**src/design/rbst_pkg.sv**
```systemverilog
package rbst_pkg;

  localparam int COORD_BITS = 32;
  localparam int FRAC_BITS  = 16;
  localparam int DIFF_BITS  = COORD_BITS + 1;
  localparam int PROD_BITS  = 2 * COORD_BITS + 1;
  localparam int AXES       = 3;

  localparam int CFG_IDX_BITS = 3;
  localparam logic [CFG_IDX_BITS-1:0] CFG_ORIGIN_X    = 3'd0;
  localparam logic [CFG_IDX_BITS-1:0] CFG_ORIGIN_Y    = 3'd1;
  localparam logic [CFG_IDX_BITS-1:0] CFG_ORIGIN_Z    = 3'd2;
  localparam logic [CFG_IDX_BITS-1:0] CFG_RECIP_DIR_X = 3'd3;
  localparam logic [CFG_IDX_BITS-1:0] CFG_RECIP_DIR_Y = 3'd4;
  localparam logic [CFG_IDX_BITS-1:0] CFG_RECIP_DIR_Z = 3'd5;
  localparam logic [CFG_IDX_BITS-1:0] CFG_DIR_SIGNS   = 3'd6;
  localparam logic [CFG_IDX_BITS-1:0] CFG_UNUSED      = 3'd7;

  typedef logic signed [COORD_BITS-1:0] coord_t;
  typedef logic signed [DIFF_BITS-1:0]  diff_t;
  typedef logic signed [PROD_BITS-1:0]  prod_t;

  typedef struct packed {
    coord_t [AXES-1:0]   origin;
    coord_t [AXES-1:0]   recip;
    logic   [AXES-1:0]   signs;
  } ray_cfg_t;

  typedef struct packed {
    coord_t [AXES-1:0] bmin;
    coord_t [AXES-1:0] bmax;
    coord_t            limit;
  } box_t;

  typedef struct packed {
    diff_t [AXES-1:0] d_near;
    diff_t [AXES-1:0] d_far;
    coord_t           limit;
  } diff_stage_t;

  typedef struct packed {
    prod_t [AXES-1:0] t_in;
    prod_t [AXES-1:0] t_out;
    prod_t            lim;
  } prod_stage_t;

  typedef struct packed {
    logic valid;
    logic en;
  } stage_ctl_t;

endpackage

```
**src/design/rbst_diff.sv**
```systemverilog
module rbst_diff (
  input  logic                   clk,
  input  logic                   rst_n,
  input  rbst_pkg::stage_ctl_t   ctl_in,
  input  rbst_pkg::box_t         box,
  input  rbst_pkg::ray_cfg_t     ray,
  output logic                   valid_out,
  output rbst_pkg::diff_stage_t  dat_out
);
  import rbst_pkg::*;

  logic        valid_r;
  diff_stage_t dat_r;
  diff_stage_t dat_nxt;

  always_comb begin
    dat_nxt.limit = box.limit;
    for (int a = 0; a < AXES; a++) begin
      dat_nxt.d_near[a] = ray.signs[a]
          ? diff_t'(box.bmax[a]) - diff_t'(ray.origin[a])
          : diff_t'(box.bmin[a]) - diff_t'(ray.origin[a]);
      dat_nxt.d_far[a] = ray.signs[a]
          ? diff_t'(box.bmin[a]) - diff_t'(ray.origin[a])
          : diff_t'(box.bmax[a]) - diff_t'(ray.origin[a]);
    end
  end

  always_ff @(posedge clk) begin
    if (!rst_n) begin
      valid_r <= 1'b0;
    end else if (ctl_in.en) begin
      valid_r <= ctl_in.valid;
    end
  end

  always_ff @(posedge clk) begin
    if (ctl_in.en) begin
      dat_r <= dat_nxt;
    end
  end

  assign valid_out = valid_r;
  assign dat_out   = dat_r;
endmodule

```
**config.mk**
```make
export PLATFORM = sky130hd
export DESIGN_NAME = rbst_diff
export DESIGN_NICKNAME = d
export VERILOG_FILES = /design/src/design/rbst_pkg.sv /design/src/design/rbst_diff.sv
export SDC_FILE = /design/constraint.sdc
export NUM_CORES = 1
export LEC_CHECK = 0
export ABC_AREA = 1
export CORE_AREA = 2 2 258 260
export DETAILED_ROUTE_END_ITERATION = 12
export DIE_AREA = 0 0 260 262
export DONT_BUFFER_PORTS = 1
export PLACE_DENSITY = 0.52
export SYNTH_ARGS = -nofsm -noshare
export SYNTH_HDL_FRONTEND = slang
export SYNTH_SLANG_ARGS = --single-unit
```
**constraint.sdc**
```tcl
create_clock -name clk -period 2.6 [get_ports clk]
set_input_delay 0.26 -clock clk [delete_from_list [all_inputs] [get_ports clk]]
set_output_delay 0.26 -clock clk [all_outputs]
set_load 0.02 [all_outputs]
```
==> summary.txt <==
Outcome
  – Outcome: complete, but fails checks
  – Failing checks: hold timing

CTS
  – Postcts setup bufs: 0
  – Clock Latency Late Sink: 0.60 ns
  – Hold Buf Count CTS: 42
  – CTS tree: done
  – H-Tree Depth: 1
  – CTS buffer count: 30
  – Gates resized, CTS repair: 0
  – Clock sinks: 231
  – Clock Tree Root: clkbuf_16
  – Clock-pin slew on the worst setup and hold paths: 0.06 ns
  – Max clock buf depth: 3

Floorplan
  – Die area: 68120 sq um
  – Die Y: 262 microns
  – FP Rows: 94
  – CORE AREA: 65280 sq um
  – Initial core utilization: 0.3735
  – Die width: 260 microns
  – Ports: 654

STA
  – Final slew viol count: 0
  – Part of the cycle the worst path needs: 0.8456
  – RSZ-0062 raised after global routing: no
  – Final Skew: 0 ns
  – Worst setup margin: 0.4014 ns
  – Sum Neg Setup Slack: 0 ns
  – Fin Hold WS: -0.2129 ns
  – Fin. Hold Viols: 124
  – Maximum clock frequency: 454.8 MHz
  – Max_slew headroom: 0.5999
  – Min Tclk post-route: 2.199 ns
  – Worst-Margin Slew: 0.6002 ns
  – Final setup violation count: 0

GRT
  – Total overflow reported by the global router: 0
  – Initial antenna violation count: 5
  – Vias in the first global route: 22360
  – GR Util met1: 0.3392
  – Met2 Use GR: 0.4306
  – First-pass GRT wire length: 133100 microns
  – Largest net degree at the start of global routing: 233
  – Overall routing resource usage: 0.2591
  – Top Usage Layer GRT: met2
  – GR met3 Demand/Resource: 0.05652

Synth
  – Compound-Gate Fraction of Synth Area: 0.04701
  – Adder-cell share of the synthesized area: 0.1035
  – Largest family of logic cells by synthesized area: simple AND/OR/NAND/NOR gates
  – Post-Synthesis Cell Area: 24380 sq um
  – #FFs+latches synth: 231
  – Post-Synthesis Cells: 3980
  – XOR/XNOR share of the synthesized area: 0.03228
  – Synth Net Count: 4601
  – Post-synthesis sequential area ratio: 0.2841
  – Post-synthesis mux area share: 0
  – Synthesized area per cell: 6.126 sq um
  – Simple-Gate Fraction of Synth Area: 0.3942
  – Synth cell types: 29
  – Yosys Warn Count: 0

Route
  – Initial DRC Count: 1713
  – WL per Instance: 18.54 microns
  – Via count: 23530
  – Via-to-Cell Ratio: 4.791
  – Post-Route WL: 91030 microns
  – Post-DRT Antenna Nets: 0
  – First-pass detailed-route iteration total: 6
  – Drt drc: 0

Worst setup path
  – Crit path depth: 15
  – Kind of critical path: in2reg
  – Nature of the critical path endpoint: flop
  – Delay-heaviest family, CP: simple AND/OR/NAND/NOR gates
  – Worst Path Required: 2.93 ns
  – Worst path max stage delay: 0.54 ns
  – Startpoint types: input port
  – CP most frequent cell: nand2_1
  – Register-to-Register Path Depth: 3
  – Crit Path Max Fanout: 3
  – CP max stage cell: dlygate4sd3_1
  – CP bufs+invs: 2
  – Worst-path cell chain: dlygate4sd3_1, ha_1, fa_1, inv_1, nand2_1, nand2_1, nand3_1, nand2_1, nand2_1, nand2_2, nand2_1, nand2_1, nand2_1, nand3_1, nand2_1
  – Crit path DAT: 2.53 ns

Power and ir drop
  – Power Density: 543.6 nW/um^2
  – Final Power: 14590 uW
  – Leakage: 0.01527 uW
  – VDD IR max: 0.0004426 V

Job
  – Max Cap Viol: 0

Cells and area
  – Layout cells sized above 1: 0.02969
  – Most frequent cells in the layout: nand2_1, inv_1, nand3_1
  – Commonest non-fill, non-tap cell in the layout: nand2_1
  – Final instance area: 26830 sq um
  – Nets: 4640
  – Fill cells: 7212
  – Area Overhead vs Synth: 10.05%

Min path
  – Cells on Worst Hold Path: 0
  – HP Class: in2reg

Place
  – Pre-CTS WS: 0.2324 ns
  – Placement Cell Area: 25380 sq um
  – Dpl hpwl: 75620 microns
  – I/O Buffers: 0
  – Gp weighted congestion: 0.9571
metal layers:
| layer | share of wire | wire (microns) | vias up |
|---|---|---|---|
| met3 | 0.076 | 6958 | 112 |
| met5 | 0 | 0 | - |
| met1 | 0.44 | 40160 | 10440 |
| li1 | - | - | 12320 |
| met2 | 0.46 | 41600 | 657 |
| met4 | 0.025 | 2307 | 0 |
path summary, 6_finish.rpt:
| path | slack, ns | end | startpoint |
|---|---|---|---|
| hold / removal | -0.21 | dat_out[92] | ctl_in[0] |
| setup / recovery | 0.40 | dat_out[130] | ray[163] |
| setup reg to reg | 1.22 | valid_out | valid_out |
| hold reg to reg | 1.28 | valid_out | valid_out |
synthesized netlist by cell type:
master	number	area, sq um
nor2_2	3	18.77
nand2_1	1642	6163
o21ai_0	73	365.4
buf_1	9	33.78
nand3_1	324	1622
nand3_2	5	50.05
inv_2	5	18.77
nand3b_1	30	225.2
nor2_1	244	915.9
o21ai_1	6	30.03
and2_1	12	75.07
inv_1	852	3198
or2_1	2	12.51
clkbuf_1	22	82.58
buf_2	11	55.05
xor2_1	56	490.5
nand2_4	5	56.30
nand2_2	42	262.8
xor2_2	1	16.27
nand4_1	19	118.9
xnor2_1	32	280.3
fa_1	6	120.1
ha_1	192	2402
a21o_1	6	45.04
o21bai_1	18	135.1
edfxtp_1	230	6907
nor3_1	18	90.09
a21oi_1	114	570.6
dfxtp_1	1	20.02
cells by family (layout without fill, tap and decap cells):
group / count (synthesis) / in the layout
AND/OR/NAND/NOR: 2346 / 2346
buffers and inverters: 899 / 961
flip-flops: 231 / 231
AO/OA/AOI/OAI: 217 / 217
adder cells (fa/ha/maj): 198 / 198
XOR/XNOR: 89 / 89
other: 0 / 4
state kept, by name, indices dropped and copies added, names as in the netlist:
signal / flops
dat_out: 230
valid_out: 1
power breakdown:
group          internal (uW)  leakage (uW)  switching (uW)
logic                   1490        0.0125            3140
clock network           2350      0.000478            1810
registers               4820       0.00225             968
total                   8660        0.0153            5920
through the flow:
stage	utilization	instances
floorplan	-	3980
finish	0.4111	4910
CTS	0.4109	4906
global route	0.4111	4910
detailed placement	0.3888	4809
global placement	0.3888	4809
worst reg2reg max path, delay by kind of cell (launching register included):
family          cells  cell delay [ns]
flops               1             0.37
buf+inv             1             0.57
compound gates      2             0.33
cell type report:
class	instances	area (sq um)	area share
antenna	4	10.01	0.0003730
clock buffer	38	822.0	0.03064
multi-input combinational	2850	14070	0.5242
tap	864	1081	0.04029
clock inverter	17	146.4	0.005456
inverter	857	3217	0.1199
timing repair buffer	49	563.0	0.02098
sequential	231	6927	0.2581
Power figures use the tool's default switching activity.
