`config.mk`:
```
export PLATFORM = sky130hd
export DESIGN_NAME = rbst_cmp
export DESIGN_NICKNAME = d
export VERILOG_FILES = /design/src/design/rbst_pkg.sv /design/src/design/rbst_cmp.sv
export SDC_FILE = /design/constraint.sdc
export NUM_CORES = 1
export LEC_CHECK = 0
export ABC_AREA = 1
export ABC_CLOCK_PERIOD_IN_PS = 2600
export BUFFER_PORTS_ARGS = -buffer_cell sky130_fd_sc_hd__buf_2
export CORE_ASPECT_RATIO = 1.2
export CORE_MARGIN = 2
export CORE_UTILIZATION = 45
export DETAILED_ROUTE_END_ITERATION = 6
export PLACE_DENSITY_LB_ADDON = 0.25
export SLEW_MARGIN = 20
export SYNTH_ARGS = -nofsm -noshare
export SYNTH_HDL_FRONTEND = slang
export SYNTH_SLANG_ARGS = --single-unit
```
`constraint.sdc`:
```
create_clock -name clk -period 2.6 [get_ports clk]
set_input_delay 0.26 -clock clk [delete_from_list [all_inputs] [get_ports clk]]
set_output_delay 0.26 -clock clk [all_outputs]
set_load 0.005 [all_outputs]
```
`src/design/rbst_pkg.sv`:
```
package rbst_pkg;

  localparam int COORD_BITS = 32;
  localparam int FRAC_BITS  = 16;
  localparam int DIFF_BITS  = COORD_BITS + 1;
  localparam int PROD_BITS  = 2 * COORD_BITS + 1;
  localparam int AXES       = 3;

  localparam int CFG_IDX_BITS = 3;
  localparam logic [CFG_IDX_BITS-1:0] CFG_ORIGIN_X    = 3'd0;
  localparam logic [CFG_IDX_BITS-1:0] CFG_ORIGIN_Y    = 3'd1;
  localparam logic [CFG_IDX_BITS-1:0] CFG_ORIGIN_Z    = 3'd2;
  localparam logic [CFG_IDX_BITS-1:0] CFG_RECIP_DIR_X = 3'd3;
  localparam logic [CFG_IDX_BITS-1:0] CFG_RECIP_DIR_Y = 3'd4;
  localparam logic [CFG_IDX_BITS-1:0] CFG_RECIP_DIR_Z = 3'd5;
  localparam logic [CFG_IDX_BITS-1:0] CFG_DIR_SIGNS   = 3'd6;
  localparam logic [CFG_IDX_BITS-1:0] CFG_UNUSED      = 3'd7;

  typedef logic signed [COORD_BITS-1:0] coord_t;
  typedef logic signed [DIFF_BITS-1:0]  diff_t;
  typedef logic signed [PROD_BITS-1:0]  prod_t;

  typedef struct packed {
    coord_t [AXES-1:0]   origin;
    coord_t [AXES-1:0]   recip;
    logic   [AXES-1:0]   signs;
  } ray_cfg_t;

  typedef struct packed {
    coord_t [AXES-1:0] bmin;
    coord_t [AXES-1:0] bmax;
    coord_t            limit;
  } box_t;

  typedef struct packed {
    diff_t [AXES-1:0] d_near;
    diff_t [AXES-1:0] d_far;
    coord_t           limit;
  } diff_stage_t;

  typedef struct packed {
    prod_t [AXES-1:0] t_in;
    prod_t [AXES-1:0] t_out;
    prod_t            lim;
  } prod_stage_t;

  typedef struct packed {
    logic valid;
    logic en;
  } stage_ctl_t;

endpackage

```
`src/design/rbst_cmp.sv`:
```
module rbst_cmp (
  input  logic                   clk,
  input  logic                   rst_n,
  input  rbst_pkg::stage_ctl_t   ctl_in,
  input  rbst_pkg::prod_stage_t  dat_in,
  output logic                   valid_out,
  output logic                   hit_out
);
  import rbst_pkg::*;

  logic  pair_valid_r;
  prod_t lo_a_r, lo_b_r, hi_a_r, hi_b_r;
  prod_t lo_a_nxt, lo_b_nxt, hi_a_nxt, hi_b_nxt;
  logic  span_valid_r;
  prod_t lo_r, hi_r;
  prod_t lo_nxt, hi_nxt;
  logic  out_valid_r;
  logic  hit_r;

  always_comb begin
    lo_a_nxt = (dat_in.t_in[0] > prod_t'(0)) ? dat_in.t_in[0] : prod_t'(0);
    lo_b_nxt = (dat_in.t_in[1] > dat_in.t_in[2]) ? dat_in.t_in[1] : dat_in.t_in[2];
    hi_a_nxt = (dat_in.lim > dat_in.t_out[0]) ? dat_in.t_out[0] : dat_in.lim;
    hi_b_nxt = (dat_in.t_out[1] > dat_in.t_out[2]) ? dat_in.t_out[2] : dat_in.t_out[1];
    lo_nxt   = (lo_a_r > lo_b_r) ? lo_a_r : lo_b_r;
    hi_nxt   = (hi_a_r > hi_b_r) ? hi_b_r : hi_a_r;
  end

  always_ff @(posedge clk) begin
    if (!rst_n) begin
      pair_valid_r <= 1'b0;
      span_valid_r <= 1'b0;
      out_valid_r  <= 1'b0;
    end else if (ctl_in.en) begin
      pair_valid_r <= ctl_in.valid;
      span_valid_r <= pair_valid_r;
      out_valid_r  <= span_valid_r;
    end
  end

  always_ff @(posedge clk) begin
    if (ctl_in.en) begin
      lo_a_r <= lo_a_nxt;
      lo_b_r <= lo_b_nxt;
      hi_a_r <= hi_a_nxt;
      hi_b_r <= hi_b_nxt;
      lo_r   <= lo_nxt;
      hi_r   <= hi_nxt;
      hit_r  <= !(lo_r > hi_r);
    end
  end

  assign valid_out = out_valid_r;
  assign hit_out   = hit_r;
endmodule

```
==> flow_summary.toml, run 1 <==
[global_route]
grt_pass1_vias = 25001
gr-total-overflow = 0
grt_pass1_wl_um = 134000
grt_max_degree = 70
grt_usage_pct = 26.6
antenna_found_initial = 12

[placement]
hpwl_um = 66200
dp.cells = 4761
place_congestion = 1.00
placed_area_um2 = 32100
io_buffers = 460

[clocking]
cts_tree = "yes"
clk_pin_slew_ps = 60
cts-buffers-inserted = 44
cts.sinks = 394
clkLatencyLatePin_ps = 580
ctsRootBufferMaster = "clkbuf_16"
clock_path_buffers = 3
htreeDepth = 2

[critical_path]
crit_chain = "dlygate4sd3_1 > buf_2 > ha_1 > nand2_1 > nor2_1 > buf_4 > nand2_1 > nor4_1 > nand4_1 > nand2_1 > nand2_4 > nand2_8 > clkbuf_16 > nand2_1 > nand2_1"
worst_ep_required_time_ps = 3030
critPathKind = "in -> reg"
critPathLaunchType = "primary input"
critPathMaxFanout = 8
slowest_stage = "dlygate4sd3_1"
critPathMaxStageDelay_ps = 560
cp_data_arrival_time_ps = 2950
cp-end-kind = "flop"
cpMostUsedCell = "nand2_1"

[yosys]
synth.avg_cell_area_um2 = 8.14
synth-seq-area-share_pct = 41.5
syn-num-nets = 4339
ys_types = 34
yosys_warnings = 0
synth_seq_cells = 394
synth.cell_area_um2 = 28400
syn_inst = 3490

[timing]
fin_setup_tns_ps = 0
finalHoldViolCount = 0
holdWs_ps = 17.2
min_period_ps = 2520
setup_violations = 0
timing.final.crit_share_pct = 97.1
skew_ps = 11.3
rsz0062_at_grt = "true"
relSlewSlack_pct = 65.1
max_freq_mhz = 396
slew_viol_final = 0
worst_pin_slew_ps = 518

[route]
dr.first_iter.drc_count = 1587
viasPerCell = 5.07
firstDrtPassIters = 6
wire_per_inst_um = 17.6
drcViolationCount = 0
num_vias = 25885
wl_um = 90000
ant_nets = 0

[power]
p_seq_share_pct = 39.5
finalPower_mw = 22.9
switching_share_pct = 34.3
p_leak_nw = 19.1
p_sw_mw = 7.86
combPwrFrac_pct = 34.3
ir_drop_mv = 0.396
p_int_mw = 15.1
p_per_area_nw_per_um2 = 627
clkPwrFrac_pct = 26.1

[outcome]
outcome = "finished clean"

[floorplanning]
dieWidth_um = 233
initial_utilization_pct = 45.7
ios = 461
die-area_um2 = 65200
die_y_um = 279
fp-row-count = 100
coreArea_um2 = 62200

[final_layout]
fin_area_um2 = 36600
drive_gt1_share_pct = 17.9
final_cell_mix = "nand2_1 (1,033), inv_1 (572), buf_2 (458), edfxtp_1 (391), ha_1 (384)"
stdcell_count = 5107
syn_to_final_growth_pct = 28.8
final_common_cell = "nand2_1"
nNetsFinal = 5098

[run]
max_cap_viol_count = 0

[worst_hold_path]
hp-class = "in -> reg"
critical path, delay by kind of cell:
kind                     cells  cell delay [ps]
buffers and inverters        4             1040
adder cells (fa/ha/maj)      1              320
AND/OR/NAND/NOR             10             1330
per-layer routing:
metal / GRT usage [%] / up-vias / wire, um
met1: 34.6 / 11764 / 37500
met3: 3.04 / 186 / 5880
met5: 0 / - / 13
met4: 10.1 / 2 / 3440
li1: - / 12922 / -
met2: 45.1 / 1011 / 43100
metrics by stage:
stage / util (%) / worst slack [ps]
6_report: 58.8 / 75.8
2_1_floorplan: - / 417
3_3_place_gp: 51.7 / -75.6
5_1_grt: 58.8 / -16.9
4_1_cts: 57.6 / 12.7
3_5_place_dp: 51.7 / -73.7
worst paths after layout:
path / startpoint / endpoint / slack [ps] / depth (start not counted)
hold reg to reg: span_valid_r / valid_out / 490 / 2
setup / recovery: dat_in[46] / hi_a_r[7] / 80 / 15
hold / removal: dat_in[24] / hi_a_r[24] / 20 / 3
setup reg to reg: lo_a_r[24] / lo_r[33] / 90 / 13
power groups by stage:
stage          registers [mW]  clock network [mW]  logic [mW]
2_1_floorplan            8.85                   0        4.74
3_3_place_gp             9.19                   0        6.82
3_5_place_dp             9.15                   0        6.92
4_1_cts                  9.06                6.10        7.27
5_1_grt                  9.17                6.30        8.89
6_report                 9.07                5.99        7.87
state kept, by name, indices dropped and copies added (netlist names):
| register | count |
|---|---|
| hi_a_r | 65 |
| hi_b_r | 65 |
| hi_r | 65 |
| hit_out | 1 |
| lo_a_r | 65 |
| lo_b_r | 65 |
| lo_r | 65 |
| pair_valid_r | 1 |
| span_valid_r | 1 |
| valid_out | 1 |
timing repair:
action / CTS / global route
buffers inserted: 0 / 10
gates cloned: 0 / 11
hold endpoints to repair: 185 / 0
endpoints found under the setup margin: 28 / 290
pin swaps: 0 / 27
hold buffers: 238 / 0
resized for setup: 2 / 91
logic make-up (layout without fill, tap and decap cells):
group,after synthesis,in the layout,share of synthesized area (%)
simple gates,1783,1783,26.4
other cells,1,12,0.0132
flops,394,394,41.5
compound gates,238,238,4.45
fa+ha+maj,390,390,17.2
buf+inv,684,1474,10.4
synthesized netlist by cell type (all sizes together):
master  number  area share [%]
nand2     1102              15
inv        573             7.6
edfxtp     391              41
ha         390              17
nand3      371             6.6
nor2       225             3.0
a21oi      165             2.9
buf         98             2.7
nand4       52             1.1
o21ai       44            0.78
a21o        16            0.42
clkbuf      13            0.17
nor3        12            0.21
o21a         9            0.24
nor4         7            0.15
and2         6            0.13
dfxtp        3            0.21
nand3b       3           0.079
nor3b        2           0.053
or2          2           0.044
a21boi       1           0.026
and3         1           0.022
conb         1           0.013
o211ai       1           0.026
o21bai       1           0.026
o31ai        1           0.026
final cells by class:
class	instances	area (um2)
fillers	5521	25600
flip-flops and latches	394	11800
clock inverters	17	133
inverters	573	2150
repair buffers	824	6250
diodes	11	27.5
clock buffers	60	1190
multi-input cells	2412	14000
well taps	816	1020
Power figures use the tool's default switching activity.
==> run 2: changes to the inputs <==
--- a/config.mk
+++ b/config.mk
@@ -13,6 +13,7 @@
 export CORE_UTILIZATION = 45
 export DETAILED_ROUTE_END_ITERATION = 6
 export PLACE_DENSITY_LB_ADDON = 0.25
+export REMOVE_ABC_BUFFERS = 1
 export SLEW_MARGIN = 20
 export SYNTH_ARGS = -nofsm -noshare
 export SYNTH_HDL_FRONTEND = slang
==> run 2 against run 1 <==
  * Setup slack got worse by 67 ps
  * Final cell count fell by 1.7%
  * Die area did not move
  * Clock-buffer cell count fell by 8
  * Via count fell by 1.9%
  * Non-clock buffer count fell by 77
  * Largest cell class unchanged
  * Utilization fell by 0.91 points
==> flow_summary.toml, run 2 (synthesis results as in run 1) <==
[clocking]
cts-buffers-inserted = 43
clkLatencyLatePin_ps = 570
cts.sinks = 394
ctsRootBufferMaster = "clkbuf_16"
clock_path_buffers = 3
clk_pin_slew_ps = 60
htreeDepth = 2
cts_tree = "yes"

[timing]
timing.final.crit_share_pct = 99.7
min_period_ps = 2590
relSlewSlack_pct = 65.8
setup_violations = 0
holdWs_ps = 22.1
finalHoldViolCount = 0
max_freq_mhz = 386
worst_pin_slew_ps = 513
slew_viol_final = 0
rsz0062_at_grt = "true"
skew_ps = 14.1

[route]
wire_per_inst_um = 17.6
firstDrtPassIters = 6
num_vias = 25398
ant_nets = 0
dr.first_iter.drc_count = 1761
drcViolationCount = 0
viasPerCell = 5.06
wl_um = 88300

[power]
p_leak_nw = 18.8
ir_drop_mv = 0.375
p_sw_mw = 7.93
switching_share_pct = 34.1
clkPwrFrac_pct = 26.5
finalPower_mw = 23.3
p_int_mw = 15.3
combPwrFrac_pct = 34.5
p_per_area_nw_per_um2 = 646
p_seq_share_pct = 39.0

[final_layout]
drive_gt1_share_pct = 18.8
multiInputGateArea_um2 = 14200
nFillCells = 5482
final_cell_mix = "nand2_1 (1,024), inv_1 (572), buf_2 (459), edfxtp_1 (391), ha_1 (381)"
seqCellArea_um2 = 11800
fin_area_um2 = 36000
nNetsFinal = 5021
final_common_cell = "nand2_1"
stdcell_count = 5022
syn_to_final_growth_pct = 26.8

[placement]
place_congestion = 0.931
io_buffers = 460
hpwl_um = 63900
dp.cells = 4744
placed_area_um2 = 31900

[global_route]
grt_pass1_wl_um = 128000
antenna_found_initial = 6
grt_pass1_vias = 23904
gr-total-overflow = 0
grt_max_degree = 77
grt_usage_pct = 25.2

[worst_hold_path]
hp-class = "in -> reg"

[critical_path]
critPathKind = "in -> reg"
critPathLaunchType = "primary input"
cp_data_arrival_time_ps = 2890
worst_ep_required_time_ps = 2900
cp-end-kind = "flop"
critPathMaxFanout = 31

[outcome]
outcome = "finished clean"

[run]
max_cap_viol_count = 0

[floorplanning]
fp-row-count = 100
die_y_um = 279
coreArea_um2 = 62200
die-area_um2 = 65200
ios = 461
initial_utilization_pct = 45.7
dieWidth_um = 233
run 2: changes by cell type in the layout (fill, tap and decap cells not counted), moves of 6 or more:
cell	change
dlygate4sd3_1	-78
nand2_1	-9
clkbuf_1	-7
diode_2	-7
nor2_1	-7
buf_12	-6
nor2_2	+6
run 2: metrics by stage:
stage               TNS (ps)  setup slack [ps]  util [%]
finish                     0              9.03      57.9
global route            -839             -40.2      57.9
CTS                        0              11.4      56.2
detailed placement      -346             -28.6      51.4
global placement           0              4.22      51.4
floorplan            -427730             -1730         -
run 2: per-layer routing:
layer / vias up / global-route usage [%] / routed length, um
li1: 12759 / - / -
met4: 4 / 7.99 / 3530
met1: 11565 / 33.8 / 37500
met5: - / 0 / 23
met2: 885 / 42.5 / 42000
met3: 185 / 2.82 / 5250
run 2: worst paths after layout:
check / startpoint / to / slack [ps] / cells past startpoint
setup / recovery: dat_in[149] / hi_b_r[36] / 9 / 17
setup reg to reg: lo_a_r[47] / lo_r[34] / 80 / 13
hold reg to reg: span_valid_r / valid_out / 490 / 2
hold / removal: dat_in[416] / lo_b_r[26] / 20 / 3
run 2: worst max-delay path: stages:
cell,delay (ps)
dlygate4sd3_1,560
buf_2,140
ha_1,290
nand2_2,80
inv_1,40
nand2_1,50
nand2_1,60
nand2_1,90
nand3_2,110
a21oi_2,200
buf_4,150
nand2_2,60
nand2_2,120
nand3_4,180
clkbuf_16,280
nand3_1,110
nand2_1,90
run 2: cell type report:
class	instances	share of cell area, %
clock buffer	52	3.20
sequential	394	32.8
multi-input combinational	2413	39.3
antenna	4	0.0278
inverter	573	5.97
clock inverter	23	0.667
timing repair buffer	747	15.2
tap	816	2.83
run 2: repair_timing:
action	in CTS	in global routing
setup buffers	0	21
hold buffers	159	0
endpoints found under the setup margin	0	323
hold endpoints to repair	141	0
gates resized for setup	0	116
run 2: power groups by stage:
stage	clock network (mW)	registers, mW	logic [mW]
global placement	0	9.17	6.79
finish	6.16	9.07	8.02
detailed placement	0	9.14	6.89
CTS	6.27	9.05	7.14
floorplan	0	8.84	4.32
global route	6.51	9.16	9.04
==> run 3: changes to the inputs <==
--- a/config.mk
+++ b/config.mk
@@ -6,7 +6,7 @@
 export NUM_CORES = 1
 export LEC_CHECK = 0
 export ABC_AREA = 1
-export ABC_CLOCK_PERIOD_IN_PS = 2600
+export ABC_CLOCK_PERIOD_IN_PS = 2400
 export BUFFER_PORTS_ARGS = -buffer_cell sky130_fd_sc_hd__buf_2
 export CORE_ASPECT_RATIO = 1.2
 export CORE_MARGIN = 2
==> constraint.sdc (replaced) <==
create_clock -name clk -period 2.4 [get_ports clk]
set_input_delay 0.24 -clock clk [delete_from_list [all_inputs] [get_ports clk]]
set_output_delay 0.24 -clock clk [all_outputs]
set_load 0.005 [all_outputs]
==> run 3 against run 2 <==
  * The run now ends with DRC, setup timing left
  * Sequential share of layout area fell by 5.0 points
  * Routed wire length rose by 21%
  * Critical path type is now reg -> reg
  * Clock power rose by 21%
  * Worst hold slack got worse by 15 ps
==> flow_summary.toml, run 3 (synthesis results as in run 1) <==
[placement]
hpwl_um = 64900
place_congestion = 0.912
io_buffers = 460
pre_cts_slack_ps = -230

[critical_path]
r2r_end = "lo_r[18]"
critPathKind = "reg -> reg"
critPathLaunchType = "flop"
slowest_stage = "edfxtp_1"
path_depth = 16
critPathMaxFanout = 8
startpoint = "lo_a_r[15]"
path_buf_inv = 2
crit_chain = "ha_1 > nand2_2 > nor2_1 > nand2_1 > nor2_1 > nand2_1 > nor2_4 > nand2_2 > nand3_2 > nor2_4 > nand2_4 > nand2_8 > buf_12 > clkbuf_16 > nand3_2 > nand2_2"
regToRegSetupSlack_ps = -160
cp-end-kind = "flop"
critPathMaxStageDelay_ps = 440
cp_data_arrival_time_ps = 2880
cp_top_family = "simple AND/OR/NAND/NOR gates"
crit_path_end = "lo_r[18]"
rr_startpoint = "lo_a_r[15]"
cpMostUsedCell = "nand2_2"
worst_r2r_path_depth = 16
worst_ep_required_time_ps = 2720

[final_layout]
multiInputGateArea_um2 = 16500
final_common_cell = "nand2_1"
nFillCells = 4590
drive_gt1_share_pct = 30.4
syn_to_final_growth_pct = 49.5
final_cell_mix = "nand2_1 (877), inv_1 (542), buf_2 (417), edfxtp_1 (391), nand3_1 (304)"
nNetsFinal = 5386
seqCellArea_um2 = 11800

[clocking]
htreeDepth = 2
clkLatencyLatePin_ps = 580
ctsRootBufferMaster = "clkbuf_16"
cts-buffers-inserted = 45
clk_pin_slew_ps = 60
clock_path_buffers = 3
cts.sinks = 394
cts_tree = "yes"

[route]
ant_nets = 0
wire_per_inst_um = 19.7
firstDrtPassIters = 7
dr.first_iter.drc_count = 2438
wl_um = 107000
num_vias = 28650
viasPerCell = 5.31
drcViolationCount = 30

[timing]
slew_viol_final = 0
skew_ps = 15.7
setup_ws_ps = -161
min_period_ps = 2560
max_freq_mhz = 390
setup_violations = 262
finalHoldViolCount = 0
rsz0062_at_grt = "true"
holdWs_ps = 7.37
timing.final.crit_share_pct = 107

[power]
p_leak_nw = 21.4
p_sw_mw = 10.2
clkPwrFrac_pct = 25.8
combPwrFrac_pct = 40.0
p_seq_share_pct = 34.3
p_int_mw = 18.8
switching_share_pct = 35.1
p_per_area_nw_per_um2 = 683
ir_drop_mv = 0.487

[global_route]
grt_pass1_wl_um = 138000
gr-total-overflow = 0
grt_usage_pct = 27.2
grt_pass1_vias = 26148
antenna_found_initial = 10
grt_max_degree = 67

[floorplanning]
coreArea_um2 = 62200
fp-row-count = 100
die-area_um2 = 65200
die_y_um = 279
ios = 461
initial_utilization_pct = 45.7
dieWidth_um = 233

[worst_hold_path]
hp-class = "in -> reg"

[outcome]
outcome = "complete, but fails checks"
violations = "DRC, setup timing"

[run]
max_cap_viol_count = 0
run 3: through the flow:
step	setup TNS [ps]	instance area, um2	utilization (%)	total power, mW	instances
after floorplan	-488830	27600	-	14.3	3379
after global placement	-38000	33400	53.7	17.7	4923
after detailed placement	-37950	33400	53.7	17.8	4923
after CTS	-1350	38600	62.1	26.2	5329
after global routing	-40720	42500	68.3	30.4	5396
final	-17200	42500	68.3	29.0	5396
run 3: worst min-delay path, delay by kind of cell:
family                 cells  cell delay, ps
buffers and inverters      1             100
AND/OR/NAND/NOR            2             140
run 3: final cells by class:
cell class	instances	share of cell area, %
antenna	8	0.0471
clock inverter	34	1.02
timing repair buffer	1106	22.3
inverter	573	5.06
tap	816	2.40
clock buffer	48	2.68
sequential	394	27.8
multi-input combinational	2417	38.7
run 3: repair_timing:
action,4_1_cts,5_1_grt
pin swaps,34,224
endpoints found under the setup margin,130,326
gates resized for setup,91,526
gates cloned,5,55
hold buffers,309,0
setup buffers,12,48
endpoints found under the hold margin,205,0
run 3: worst min-delay path by stage:
stage / start / end / depth (start not counted) / slack (ps)
2_1_floorplan: ctl_in[0] / hi_a_r[0] / 0 / 350
3_3_place_gp: span_valid_r / valid_out / 2 / 470
3_5_place_dp: ctl_in[1] / pair_valid_r / 3 / 470
4_1_cts: dat_in[118] / hi_a_r[53] / 3 / 0.2
5_1_grt: dat_in[182] / hi_b_r[52] / 3 / 6
6_report: dat_in[182] / hi_b_r[52] / 3 / 7
run 3: power groups by stage:
stage | clock network (mW) | logic [mW] | registers, mW
3_3_place_gp | 0 | 7.75 | 9.98
4_1_cts | 7.54 | 8.84 | 9.86
6_report | 7.47 | 11.6 | 9.93
2_1_floorplan | 0 | 4.68 | 9.58
5_1_grt | 7.77 | 12.7 | 10.0
3_5_place_dp | 0 | 7.90 | 9.94
run 3: layer usage:
metal,GRT usage [%],vias to the layer above,share of wire (%)
met4,9.02,2,6.3
met1,35.3,13181,38
met2,47.0,1498,48
li1,-,13554,-
met3,3.04,415,7.6
met5,0,-,0.010
